File: src/mms_ram.sv
// ----------------------------------------------------------------------------
// mms_ram
// Simple dual-port synchronous RAM, one write port, one registered read port.
// ----------------------------------------------------------------------------
module mms_ram #(
    parameter int WIDTH = 32,
    parameter int DEPTH = 64
) (
    input  logic                     i_clk,
    input  logic                     i_we,
    input  logic [$clog2(DEPTH)-1:0] i_waddr,
    input  logic [WIDTH-1:0]         i_wdata,
    input  logic [$clog2(DEPTH)-1:0] i_raddr,
    output logic [WIDTH-1:0]         o_rdata
);

    logic [WIDTH-1:0] r_mem [DEPTH];
    logic [WIDTH-1:0] r_rdata;

    always_ff @(posedge i_clk) begin
        if (i_we) begin
            r_mem[i_waddr] <= i_wdata;
        end
        r_rdata <= r_mem[i_raddr];
    end

    assign o_rdata = r_rdata;

endmodule

File: config.mk
export PLATFORM = sky130hd
export DESIGN_NAME = mms_ram
export DESIGN_NICKNAME = d
export VERILOG_FILES = /design/src/mms_ram.sv
export SDC_FILE = /design/constraint.sdc
export NUM_CORES = 2
export LEC_CHECK = 0
export BUFFER_PORTS_ARGS = -buffer_cell sky130_fd_sc_hd__buf_2
export CORE_ASPECT_RATIO = 1.75
export CORE_MARGIN = 2
export CORE_UTILIZATION = 44
export DETAILED_ROUTE_END_ITERATION = 6
export GPL_TIMING_DRIVEN = 0
export PLACE_DENSITY = 0.59
export SLEW_MARGIN = 40
export SYNTH_ARGS = -nofsm -noshare
export SYNTH_HDL_FRONTEND = slang
export SYNTH_SLANG_ARGS = --single-unit
File: constraint.sdc
create_clock -name i_clk -period 3.32 [get_ports i_clk]
set_input_delay 0 -clock i_clk [delete_from_list [all_inputs] [get_ports i_clk]]
set_output_delay 0 -clock i_clk [all_outputs]
set_load 0.03 [all_outputs]
Word level (Yosys, flattened, before mapping)
Memory sizes are Yosys's and may differ from the RTL's. A register that Yosys moved wholly into a read port is not among the register bits.
Index checks and enable logic that the tools add are counted.

cells by class
  muxes and demuxes = 2

operator list
  cell     count
  $mux W1  2

word-level totals
  flip-flop bits (word level) = 0
  bits in writable memories = 2048
  input port bits = 46
  output and inout bits = 32
  logic and storage cells = 3
  memories = 1

memory list
  name   depth  width  read ports  clocked after memory_dff  wr ports  RTL line  text
  r_mem  64     32     1           1                         1         17        logic [WIDTH-1:0] r_mem [DEPTH];

Longest topological paths before layout
  depth after elaboration = 2
  gate-level depth with buffers = 10

Worst setup path before layout
Ideal clock, no wire load.

  kind = input port to flip-flop
  from = in i_waddr[3]
  to = mem r_mem[48][0] (enable)
  arrival time = 2.699 ns
  data required time = 2.859 ns
  slack = 0.160 ns
  cell stages on the path = 4
  buffers on the path = 1
  path through = clkbuf_1 > nor2b_1 > nand4b_1 > nor3_1

RTL lines
  what                RTL line  text
  start: declaration  11        input logic [$clog2(DEPTH)-1:0] i_waddr,
  end: declaration    17

No word-level cell before the write port.

==> results.cfg <==
[run_status]
status = complete, no violations

[timing]
period_share_pct = 89.6
slew_viol_final = 0
post-route-min-period_ns = 2.97
rsz0062_at_grt = no
fmax_mhz = 336
fin_worst_skew_ns = 0.0343
hold_violations = 0
relSlewSlack_pct = 38.0
tightest_slew_ns = 0.930
finalSetupViolations = 0

[worst_setup_path]
crit_type = in -> reg
r2r_slack_ns = 0.77
r2r-end = o_rdata[21]
worstPathRequired_ns = 3.96
max_stage_delay_ns = 0.59
arrival_ns = 3.61
crit_start = i_raddr[1]
end_kind = flip-flop
critPathLaunchType = primary input
crit_top_cell = buf_2
crit_path_top_delay_cell = a21oi_1
worstPathCellList = buf_2, buf_2, buf_2, clkbuf_1, buf_2, mux2i_1, a21oi_1, a21oi_1, nor2_1
cp_num_buf_inv = 5
r2r_cells = 4
r2r-start = r_mem[23][21]
crit_path_max_fanout = 10
crit_family = buffers and inverters

[clock_tree]
cts_max_path_buffers = 4
cts_buffers = 188
cts_setup_buffers = 0
ctsHtreeMaxLevel = 4
tritoncts = built
clk_latency_ns = 0.85
cts-root-buf = clkbuf_16
clock-sinks = 2080
clk_pin_slew_ns = 0.07

[cells_and_area]
layout-area-overhead-vs-synth_pct = 18.5
fin_area_um2 = 93100
post_route_cells_drive_above_1_share_pct = 32.6
fillers = 13400
finalNetCount = 3878
utilization_pct = 52.4

[global_route]
grt_max_degree = 65
antenna_found_initial = 19
grt_first_pass_wirelength_mm = 338
grt_pass1_vias = 39900
groute.usage.overall_pct = 28.0
grt.overflow.total = 0

[min_path]
min-delay-start = i_waddr[3]
hold_path_end = r_mem[45][14]
hold_depth = 3
hp-class = in -> reg

[synth]
synthCells = 3324
synth_area_per_cell_um2 = 23.6
yosys.area.top_type = edfxtp_1
synth.net_count = 3370
ys_types = 34
yosysSeqAreaShare_pct = 79.1
syn_area_um2 = 78500
synth_top_area_share_pct = 78.3
ys_seq_elements = 2080
ys_warn_count = 0
async_reset_ff_share_pct = 0
synth_ff_type = edfxtp_1
post-synth-top-count-cell = edfxtp_1
netlist_top_cells_count = 2,048 x edfxtp_1, 544 x mux4_2, 137 x nor2_1, 93 x mux2i_1, 84 x o22ai_1
synthTopCellsByArea = edfxtp_1 78%, mux4_2 16%, mux2i_1 1.2%
synth_edf_count = 2048

[drt]
ant_nets = 0
route.detailed.drc = 0
dr_total_vias = 39900
dr.pass1.iters = 6
first_iter_violations = 5715
vias_per_cell = 6.27
wire_per_inst_um = 39.9
finalWirelength_mm = 253

[floorplan]
start_util_pct = 44.2
row_count = 205
die_width_um = 323
core_area_um2 = 178000
io_pins = 78
die_area_um2 = 182000
die_h_um = 563

[power]
power_mw = 54.0
p_per_area_nw_per_um2 = 580
ir_drop_mv = 0.389
p_leak_nw = 29.3

[placement]
numPortBuffers = 69
placed_cell_area_um2 = 86700
gp_congestion = 0.896
hpwlAfterDp_mm = 177

[job]
max_cap_viol_count = 0
==> layout make-up <==
| type | count | area, µm² | share of cell area (%) |
|---|---|---|---|
| Sequential cell | 2080 | 62100 | 66.8 |
| Multi-Input combinational cell | 1062 | 16000 | 17.2 |
| Timing Repair Buffer | 318 | 5110 | 5.49 |
| Clock buffer | 234 | 4960 | 5.33 |
| Tap cell | 2380 | 2980 | 3.20 |
| Buffer | 182 | 957 | 1.03 |
| Clock inverter | 89 | 898 | 0.965 |
| Antenna cell | 7 | 17.5 | 0.0188 |
==> power breakdown <==
group	switching, mW	total, mW	internal, mW
registers	0.0527	29.1	29.1
logic	2.30	3.40	1.10
clock network	9.54	21.5	11.9
total	11.9	54.0	42.1
==> tightest hold or removal path: stages <==
cell	delay, ns
clkbuf_1	0.18
nand3b_1	0.41
nor2_4	0.11
==> timing repair <==
item                                    4_1_cts  5_1_grt
resized for setup                             0        0
endpoints found under the hold margin      2087        2
hold buffers                                 37        1
endpoints found under the setup margin        0        0
==> per-layer routing <==
metal,global-route usage [%],part of all wire [%],wire length (µm),vias to the layer above
li1,-,-,-,15300
met5,0,0.022,55,-
met3,4.03,7.2,18300,606
met4,18.6,8.1,20400,8
met2,47.4,51,128000,2238
met1,33.2,34,86500,21700
==> cell usage in the layout (no fill, tap or decap), drive strengths merged, types with 8 or more instances in the layout <==
| master | n |
|---|---|
| a21oi | 62 |
| nor2b | 15 |
| clkinv | 65 |
| nand2 | 26 |
| bufinv | 17 |
| buf | 388 |
| nor2 | 137 |
| a311oi | 8 |
| mux4 | 544 |
| dfxtp | 32 |
| o22ai | 84 |
| mux2i | 93 |
| dlygate4sd3 | 38 |
| edfxtp | 2048 |
| nand2b | 8 |
| a22oi | 12 |
| o221ai | 27 |
| clkbuf | 308 |
==> worst max-delay path by stage <==
stage                    endpoint  depth (start not counted)  slack, ns
global route          o_rdata[14]                          9       0.39
detailed placement    o_rdata[14]                          9      -0.34
CTS                   o_rdata[14]                          9       0.52
global placement    r_mem[49][11]                          4      -3.98
finish                o_rdata[14]                          9       0.35
floorplan            r_mem[48][0]                          4       0.16
==> per-stage QoR <==
stage	worst slack [ns]	setup TNS (ns)	cells	hold slack [ns]
CTS	0.524	0	6339	0.00557
finish	0.346	0	6352	0.0754
global route	0.388	0	6347	0.102
floorplan	0.160	0	3324	0.0989
detailed placement	-0.341	-3.67	5979	0.422
global placement	-3.98	-3561.41	5773	0.437
==> kinds of logic (layout without fill, tap and decap cells) <==
| logic type | Yosys count | after routing | share of synthesized area, % |
|---|---|---|---|
| AO/OA/AOI/OAI | 202 | 202 | 1.67 |
| buffers and inverters | 182 | 823 | 1.13 |
| flip-flops | 2080 | 2080 | 79.1 |
| multiplexers | 637 | 637 | 16.8 |
| other | 0 | 7 | 0 |
| AND/OR/NAND/NOR | 223 | 223 | 1.27 |
==> sequential cells by signal (all words and copies together), names as in the netlist <==
name and count:
o_rdata 32, r_mem 2048
(Power assumes the default switching activity.)
