**src/mms_pkg.sv**
```systemverilog
// ----------------------------------------------------------------------------
// mms_pkg
// Shared types, constants and helpers for the matrix multiply with snapping.
// ----------------------------------------------------------------------------
package mms_pkg;

    localparam int DEF_MAX_DIM     = 8;
    localparam int DEF_VALUE_WIDTH = 32;
    localparam int DIM_W           = 4;
    localparam int CFG_ADDR_W      = 4;
    localparam int FRAC_DROP       = 16;

    // snap thresholds, accumulator has 32 fraction bits
    localparam logic [63:0] SNAP_ONE_LOW  = 64'd4252017624;
    localparam logic [63:0] SNAP_ONE      = 64'h0000_0001_0000_0000;
    localparam logic [63:0] SNAP_ZERO_MAG = 64'd4294967;

    localparam logic [1:0] REG_ROWS_A    = 2'd0;
    localparam logic [1:0] REG_INNER_DIM = 2'd1;
    localparam logic [1:0] REG_COLS_B    = 2'd2;

    typedef enum logic [1:0] {
        OP_LOAD_A  = 2'd0,
        OP_LOAD_B  = 2'd1,
        OP_COMPUTE = 2'd2
    } t_op;

    typedef struct packed {
        logic [1:0]         op;
        logic [2:0]         row_index;
        logic [2:0]         col_index;
        logic signed [31:0] elem_value;
    } t_in_word;

    typedef struct packed {
        logic signed [31:0] prod_value;
        logic [2:0]         prod_row;
        logic [2:0]         prod_col;
        logic               last_elem;
    } t_out_word;

    typedef struct packed {
        logic clear;
        logic issue;
        logic snap;
    } t_mac_ctl;

    typedef struct packed {
        logic busy;
    } t_mac_stat;

    function automatic logic [DIM_W-1:0] clamp_dim(input logic [DIM_W-1:0] v,
                                                   input int max_dim);
        logic [DIM_W-1:0] res;
        res = v;
        if (v == '0) begin
            res = DIM_W'(1);
        end else if (int'(v) > max_dim) begin
            res = DIM_W'(max_dim);
        end
        return res;
    endfunction

endpackage

```
**src/mms_mac.sv**
```systemverilog
// ----------------------------------------------------------------------------
// mms_mac
// Shared multiply-accumulate unit: split multiply, product sum, wide
// accumulator, snap and saturation to the output format.
// ----------------------------------------------------------------------------
module mms_mac import mms_pkg::*; #(
    parameter int VALUE_WIDTH = DEF_VALUE_WIDTH
) (
    input  logic                   i_clk,
    input  logic                   i_rst_n,
    input  t_mac_ctl               i_ctl,
    input  logic [VALUE_WIDTH-1:0] i_a_data,
    input  logic [VALUE_WIDTH-1:0] i_b_data,
    output t_mac_stat              o_stat,
    output logic [VALUE_WIDTH-1:0] o_value
);

    localparam int HALF_W = (VALUE_WIDTH + 1) / 2;
    localparam int HIGH_W = VALUE_WIDTH - HALF_W;
    localparam int PROD_W = 2 * VALUE_WIDTH;
    localparam int ACC_W  = PROD_W + 4;
    localparam int Q_W    = ACC_W - FRAC_DROP;

    localparam logic signed [ACC_W-1:0] C_ONE_LOW  = ACC_W'(SNAP_ONE_LOW);
    localparam logic signed [ACC_W-1:0] C_ONE      = ACC_W'(SNAP_ONE);
    localparam logic signed [ACC_W-1:0] C_ZERO_POS = ACC_W'(SNAP_ZERO_MAG);
    localparam logic signed [ACC_W-1:0] C_ZERO_NEG = -C_ZERO_POS;
    localparam logic signed [Q_W-1:0]   Q_MAX = Q_W'({1'b0, {(VALUE_WIDTH-1){1'b1}}});
    localparam logic signed [Q_W-1:0]   Q_MIN = ~Q_MAX;

    logic signed [HIGH_W-1:0]        w_a_hi, w_b_hi;
    logic [HALF_W-1:0]               w_a_lo, w_b_lo;
    logic signed [HALF_W:0]          w_a_lo_s, w_b_lo_s;
    logic signed [2*HIGH_W-1:0]      r_pp_hh;
    logic signed [VALUE_WIDTH:0]     r_pp_hl, r_pp_lh;
    logic [2*HALF_W-1:0]             r_pp_ll;
    logic signed [PROD_W-1:0]        w_hh_ext, w_hl_ext, w_lh_ext;
    logic [PROD_W-1:0]               w_ll_ext;
    logic signed [PROD_W-1:0]        n_prod, r_prod;
    logic signed [ACC_W-1:0]         r_acc, n_snap, r_snap;
    logic signed [Q_W-1:0]           w_q;
    logic                            r_rd_v, r_mul_v, r_sum_v;

    // split operands into signed high and unsigned low halves
    assign w_a_hi   = i_a_data[VALUE_WIDTH-1:HALF_W];
    assign w_b_hi   = i_b_data[VALUE_WIDTH-1:HALF_W];
    assign w_a_lo   = i_a_data[HALF_W-1:0];
    assign w_b_lo   = i_b_data[HALF_W-1:0];
    assign w_a_lo_s = {1'b0, w_a_lo};
    assign w_b_lo_s = {1'b0, w_b_lo};

    assign w_hh_ext = r_pp_hh;
    assign w_hl_ext = r_pp_hl;
    assign w_lh_ext = r_pp_lh;
    assign w_ll_ext = PROD_W'(r_pp_ll);
    assign n_prod   = (w_hh_ext <<< (2 * HALF_W)) + ((w_hl_ext + w_lh_ext) <<< HALF_W)
                    + w_ll_ext;

    always_comb begin
        n_snap = r_acc;
        if (r_acc >= C_ONE_LOW && r_acc < C_ONE) begin
            n_snap = C_ONE;
        end else if (r_acc <= C_ZERO_POS && r_acc >= C_ZERO_NEG) begin
            n_snap = '0;
        end
    end

    always_ff @(posedge i_clk) begin
        if (!i_rst_n) begin
            r_rd_v  <= 1'b0;
            r_mul_v <= 1'b0;
            r_sum_v <= 1'b0;
            r_acc   <= '0;
        end else begin
            r_rd_v  <= i_ctl.issue;
            r_mul_v <= r_rd_v;
            r_sum_v <= r_mul_v;
            if (i_ctl.clear) begin
                r_acc <= '0;
            end else if (r_sum_v) begin
                r_acc <= r_acc + ACC_W'(r_prod);
            end
        end
    end

    always_ff @(posedge i_clk) begin
        if (r_rd_v) begin
            r_pp_hh <= w_a_hi * w_b_hi;
            r_pp_hl <= w_a_hi * w_b_lo_s;
            r_pp_lh <= w_a_lo_s * w_b_hi;
            r_pp_ll <= w_a_lo * w_b_lo;
        end
        if (r_mul_v) begin
            r_prod <= n_prod;
        end
        if (i_ctl.snap) begin
            r_snap <= n_snap;
        end
    end

    // floor to 16 fraction bits, then saturate
    assign w_q = r_snap[ACC_W-1:FRAC_DROP];

    always_comb begin
        if (w_q > Q_MAX) begin
            o_value = Q_MAX[VALUE_WIDTH-1:0];
        end else if (w_q < Q_MIN) begin
            o_value = Q_MIN[VALUE_WIDTH-1:0];
        end else begin
            o_value = w_q[VALUE_WIDTH-1:0];
        end
    end

    assign o_stat.busy = r_rd_v | r_mul_v | r_sum_v;

endmodule
```
**config.mk**
```make
export PLATFORM = sky130hd
export DESIGN_NAME = mms_mac
export DESIGN_NICKNAME = d
export VERILOG_FILES = /design/src/mms_pkg.sv /design/src/mms_mac.sv
export SDC_FILE = /design/constraint.sdc
export NUM_CORES = 2
export LEC_CHECK = 0
export BUFFER_PORTS_ARGS = -buffer_cell sky130_fd_sc_hd__buf_2
export CAP_MARGIN = 20
export CORE_UTILIZATION = 40
export CTS_BUF_LIST = sky130_fd_sc_hd__clkbuf_8
export DETAILED_ROUTE_END_ITERATION = 6
export HOLD_SLACK_MARGIN = 0.06
export PLACE_DENSITY = 0.6
export SLEW_MARGIN = 20
export SYNTH_ARGS = -nofsm -noshare
export SYNTH_HDL_FRONTEND = slang
export SYNTH_SLANG_ARGS = --single-unit
```
**constraint.sdc**
```tcl
create_clock -name i_clk -period 7.57 [get_ports i_clk]
set_input_delay 1.514 -clock i_clk [delete_from_list [all_inputs] [get_ports i_clk]]
set_output_delay 1.514 -clock i_clk [all_outputs]
set_load 0.05 [all_outputs]
```
; Word level (Yosys, flattened, before mapping)
; Index checks and enable logic that the tools add are counted.
[totals]
ff_bits = 333
in_bits = 69
out_inout_bits = 33
[op_classes]
addsub = 4
n_mul = 4
order_cmp = 6
mux = 3
n_bitwise = 3
reduce_logical = 4
[op_table]
columns = cell, count
row1 = adder 68 x 64 -> 68 bit, 1
row2 = ">= comparator 68 x 24 -> 1 bit, second input constant", 1
row3 = ">= comparator 68 x 33 -> 1 bit, second input constant", 1
row4 = "less-or-equal comparator 68 x 24 -> 1 bit, second input constant", 1
row5 = "less-than comparator 68 x 34 -> 1 bit, second input constant", 1
row6 = adder 64 x 32 -> 64 bit, 1
row7 = adder 64 bit, 1
row8 = multiplier 16 x 16 -> 32 bit, 2
row9 = two-way mux 32 bit, 2
row10 = "greater-than comparator 52 x 32 -> 1 bit, second input constant", 1
row11 = "less-than comparator 52 x 32 -> 1 bit, second input constant", 1
row12 = adder 33 x 33 -> 34 bit, 1
row13 = multiplier 16 x 17 -> 33 bit, 1
row14 = multiplier 17 x 16 -> 33 bit, 1
row15 = two-way mux 33 bit, 1
row16 = OR reduction 2 bit, 2
row17 = logical AND 1 bit, 2
row18 = bitwise OR 1 bit, 2
row19 = NOT 1 bit, 1

; Depth between registers and ports, before layout
[depth]
depth_word = 3
depth_mapped = 27

; Worst setup path after synthesis
; Ideal clock, no wire load.
[synth_path]
path_kind = input port to flip-flop
start = input port i_b_data[15]
end = register r_pp_ll[30] (data pin)
arrival_time_ns = 7.599
required_time_ns = 7.312
setup_slack_ns = -0.287
cell_stages = 22
path_cell_list = clkbuf_1 nand2_1 fa_1 fa_1 inv_1 fa_1 fa_1 fa_1 inv_1 fa_1 inv_1 ha_1 a21o_1 a2111oi_0 a31oi_1 a221oi_2 nor2b_1 o21a_1 or4_1 a31o_1 a31oi_1 xnor2_1
[synth_via]
elab_chain_len = 1
[synth_lines]
columns = element, line_no
row1 = from (decl), mms_mac.sv:13  ; input logic [VALUE_WIDTH-1:0] i_b_data,
row2 = multiplier 16 x 16 -> 32 bit, mms_mac.sv:91  ; r_pp_ll <= w_a_lo * w_b_lo;
row3 = to (signal assigned), mms_mac.sv:91
row4 = to (decl), mms_mac.sv:36  ; logic [2*HALF_W-1:0] r_pp_ll;
; Every way passes these cells.
; A chain may end at the register's enable or synchronous reset.

; Worst setup path in the final report
[layout_path]
start = input port i_a_data[20]
end = register r_pp_hl[27] (data pin)
[layout_via]
elab_chain_len = 1
[layout_lines]
columns = element, line_no
row1 = from (decl), mms_mac.sv:12  ; input logic [VALUE_WIDTH-1:0] i_a_data,
row2 = multiplier 16 x 17 -> 33 bit, mms_mac.sv:89  ; r_pp_hl <= w_a_hi * w_b_lo_s;
row3 = to (signal assigned), mms_mac.sv:89
row4 = to (decl), mms_mac.sv:35  ; logic signed [VALUE_WIDTH:0] r_pp_hl, r_pp_lh;
; Every way passes these cells.

==> run metrics <==
core area 135000 um2; CP Class in -> reg; die area 138000 um2; All-Layer GR Usage 22.2%; post-layout minimum cycle time 7.39 ns; f_max 0.135 GHz; row cnt 135; Mapped Area 54500 um2; yosys warns 0; Synth area leaders fa_1 31%, edfxtp_1 14%, ha_1 13%; final setup fails 0; Slew Viols, Final 0; worst hold path class reg -> reg; GRT overflow 0; Slew @ Worst Pin 0.926 ns; Initial DRC Count 2131; sequential area share after synthesis 16.2%; clock sink count 317; Layout Nets 7750; required time worst endpoint 8.01 ns; final hold viol count 0; worst skew pair latency 0.71 ns; Num CTS Buffers 53; register area 8820 um2; XOR/XNOR share of the synthesized area 4.11%; maxcap violations 0; ys flop type edfxtp_1; unrepaired setup endpoints after global routing true; count leader, synth inv_1; TritonRoute pass-1 iters 7; Syn Inst Count 5884; H-Tree Depth 2; pin count of the biggest net entering global routing 68; antenna violations before repair 15; status finished with violations; Mean Syn Cell Area 9.26 um2; crit path max fanout 10; Buffers on Ports 101; CTS tree yes; antenna-violating nets left 0; worst stage delay on the critical path 0.53 ns; Post-DP HPWL 127000 um; # DRC 2; share of cells above drive strength 1 11.8%; Post-synth ARST share 0%; pre-CTS WS -0.534 ns; top-area cell type share of the netlist area 31.1%; simple-gate area share of the yosys netlist 16.2%; gp weighted congestion 0.952; area of the multi-input gates 40800 um2; Max Buffers Root-to-Sink 3; clock slew at reported path FFs 0.07 ns; synthesis-to-layout area growth 12.9%; vias in the first global route 43000; critical path data arrival time 7.82 ns; clock root cell clkbuf_8; routed wire length 149000 um; Critical Path Most Common Cell inv_1; Syn Nets 7377; Layout fillers 13000; Avg WL per Cell 18.4 um; Clock Skew 0.0504 ns; top post-synthesis cells by count 1084 x inv_1, 847 x fa_1, 652 x nand2_1; DR vias 40700; Synth Area in Compound Gates 8.76%; Adder-Cell Fraction of Synth Area 44.4%; first-pass GRT wire length 238000 um; failing checks design-rule violations; Yosys cell types 86; CP Launch Type input pin; synthesis-stage register bit count 317; slowest library cell on the worst path fa_1; largest family of logic cells by synthesized area adder cells; chip height 371 um; post-synthesis mux area share 1.09%; Post-synth EDFFs 246; vias per cell 5.04; Initial Util 40.3%; io pins 102; fin crit share 97.6%; Die W 371 um; Yosys top cell by area fa_1; Setup crit end kind register; Slew HR 38.3%; final worst slack 0.183 ns
## per-layer routing
layer	routed length, um	up-vias	track usage (%)
met4	4510	16	6.73
met5	108	-	0
met1	67600	20000	30.4
li1	-	19300	-
met3	10900	222	4.66
met2	65800	1075	35.1
## timing repair
item / 4_1_cts / 5_1_grt
endpoints found under the hold margin: 0 / 0
resized for setup: 0 / 64
hold buffers: 0 / 0
endpoints found under the setup margin: 0 / 10
setup buffers: 0 / 1
## registers in the layout, summed over array words and instances (netlist names)
register  count
r_mul_v       1
r_prod       64
r_acc        68
r_pp_ll      32
r_pp_lh      33
r_snap       52
r_pp_hh      32
r_sum_v       1
r_rd_v        1
r_pp_hl      33
## cell type report
class | instances | share of cell area (%)
clock inverters | 47 | 0.761
diodes | 2 | 0.00813
multi-input cells | 4222 | 66.4
repair buffers | 579 | 7.12
well taps | 1781 | 3.62
clock buffers | 53 | 1.19
inverters | 1084 | 6.62
flip-flops and latches | 317 | 14.3
## critical path: cells and delay by family
| family | cells | cell delay, ns |
|---|---|---|
| XOR/XNOR | 1 | 0.15 |
| AND/OR/NAND/NOR | 3 | 0.56 |
| adder cells (fa/ha/maj) | 7 | 3.07 |
| buffers and inverters | 9 | 0.95 |
| AO/OA/AOI/OAI | 6 | 1.55 |
## path summary, 6_finish.rpt
check / start / to / slack, ns / depth (start not counted)
max: i_a_data[20] / r_pp_hl[27] / 0.18 / 26
max reg2reg: r_pp_hl[0] / r_prod[62] / 1.72 / 24
min: r_pp_ll[4] / r_prod[4] / 0.42 / 0
min reg2reg: r_pp_ll[4] / r_prod[4] / 0.42 / 0
## through the flow
| stage | cell area, um2 | instances | hold WS (ns) | setup TNS, ns | utilization [%] |
|---|---|---|---|---|---|
| after CTS | 61300 | 8082 | 0.418 | 0 | 45.3 |
| after global routing | 61500 | 8084 | 0.425 | -0.0408 | 45.5 |
| after detailed placement | 60100 | 7982 | 0.406 | -12.41 | 44.4 |
| final | 61500 | 8085 | 0.417 | 0 | 45.5 |
| after global placement | 60100 | 7982 | 0.407 | -10.60 | 44.4 |
| after floorplan | 54600 | 5884 | 0.400 | -0.0213 | - |
## cells in the final DEF (no fill, tap or decap), drive strengths merged, types with 8 or more instances in the layout
cell type	netlist	layout
inv	1084	1099
fa	847	847
nand2	652	652
ha	577	577
and2	573	573
buf	7	573
edfxtp	246	246
a21oi	224	224
nor2	215	215
xnor2	179	179
a21o	138	138
o21ai	115	115
xor2	77	77
dfxtp	71	71
clkbuf	254	59
nand3	57	57
mux2i	55	55
nand2b	53	53
o21bai	52	52
nand4	52	52
nor3	40	40
o21a	33	33
nor2b	31	31
and3	31	31
a31oi	25	25
nor4	21	21
clkinv	0	19
o31ai	16	16
a211oi	13	13
o211ai	12	12
a31o	11	11
or3	10	10
bufinv	0	9
or2	8	8
## logic make-up (layout without fill, tap and decap cells)
kind of cell | count (synthesis) | count (layout)
other | 0 | 2
XOR/XNOR | 256 | 256
multiplexers | 59 | 59
adder cells (fa/ha/maj) | 1424 | 1424
AND/OR/NAND/NOR | 1769 | 1769
AO/OA/AOI/OAI | 714 | 714
buffers and inverters | 1345 | 1763
flip-flops | 317 | 317
Power is not shown: default switching activity piles up to over one toggle a cycle in this logic, so the estimate is an artifact.
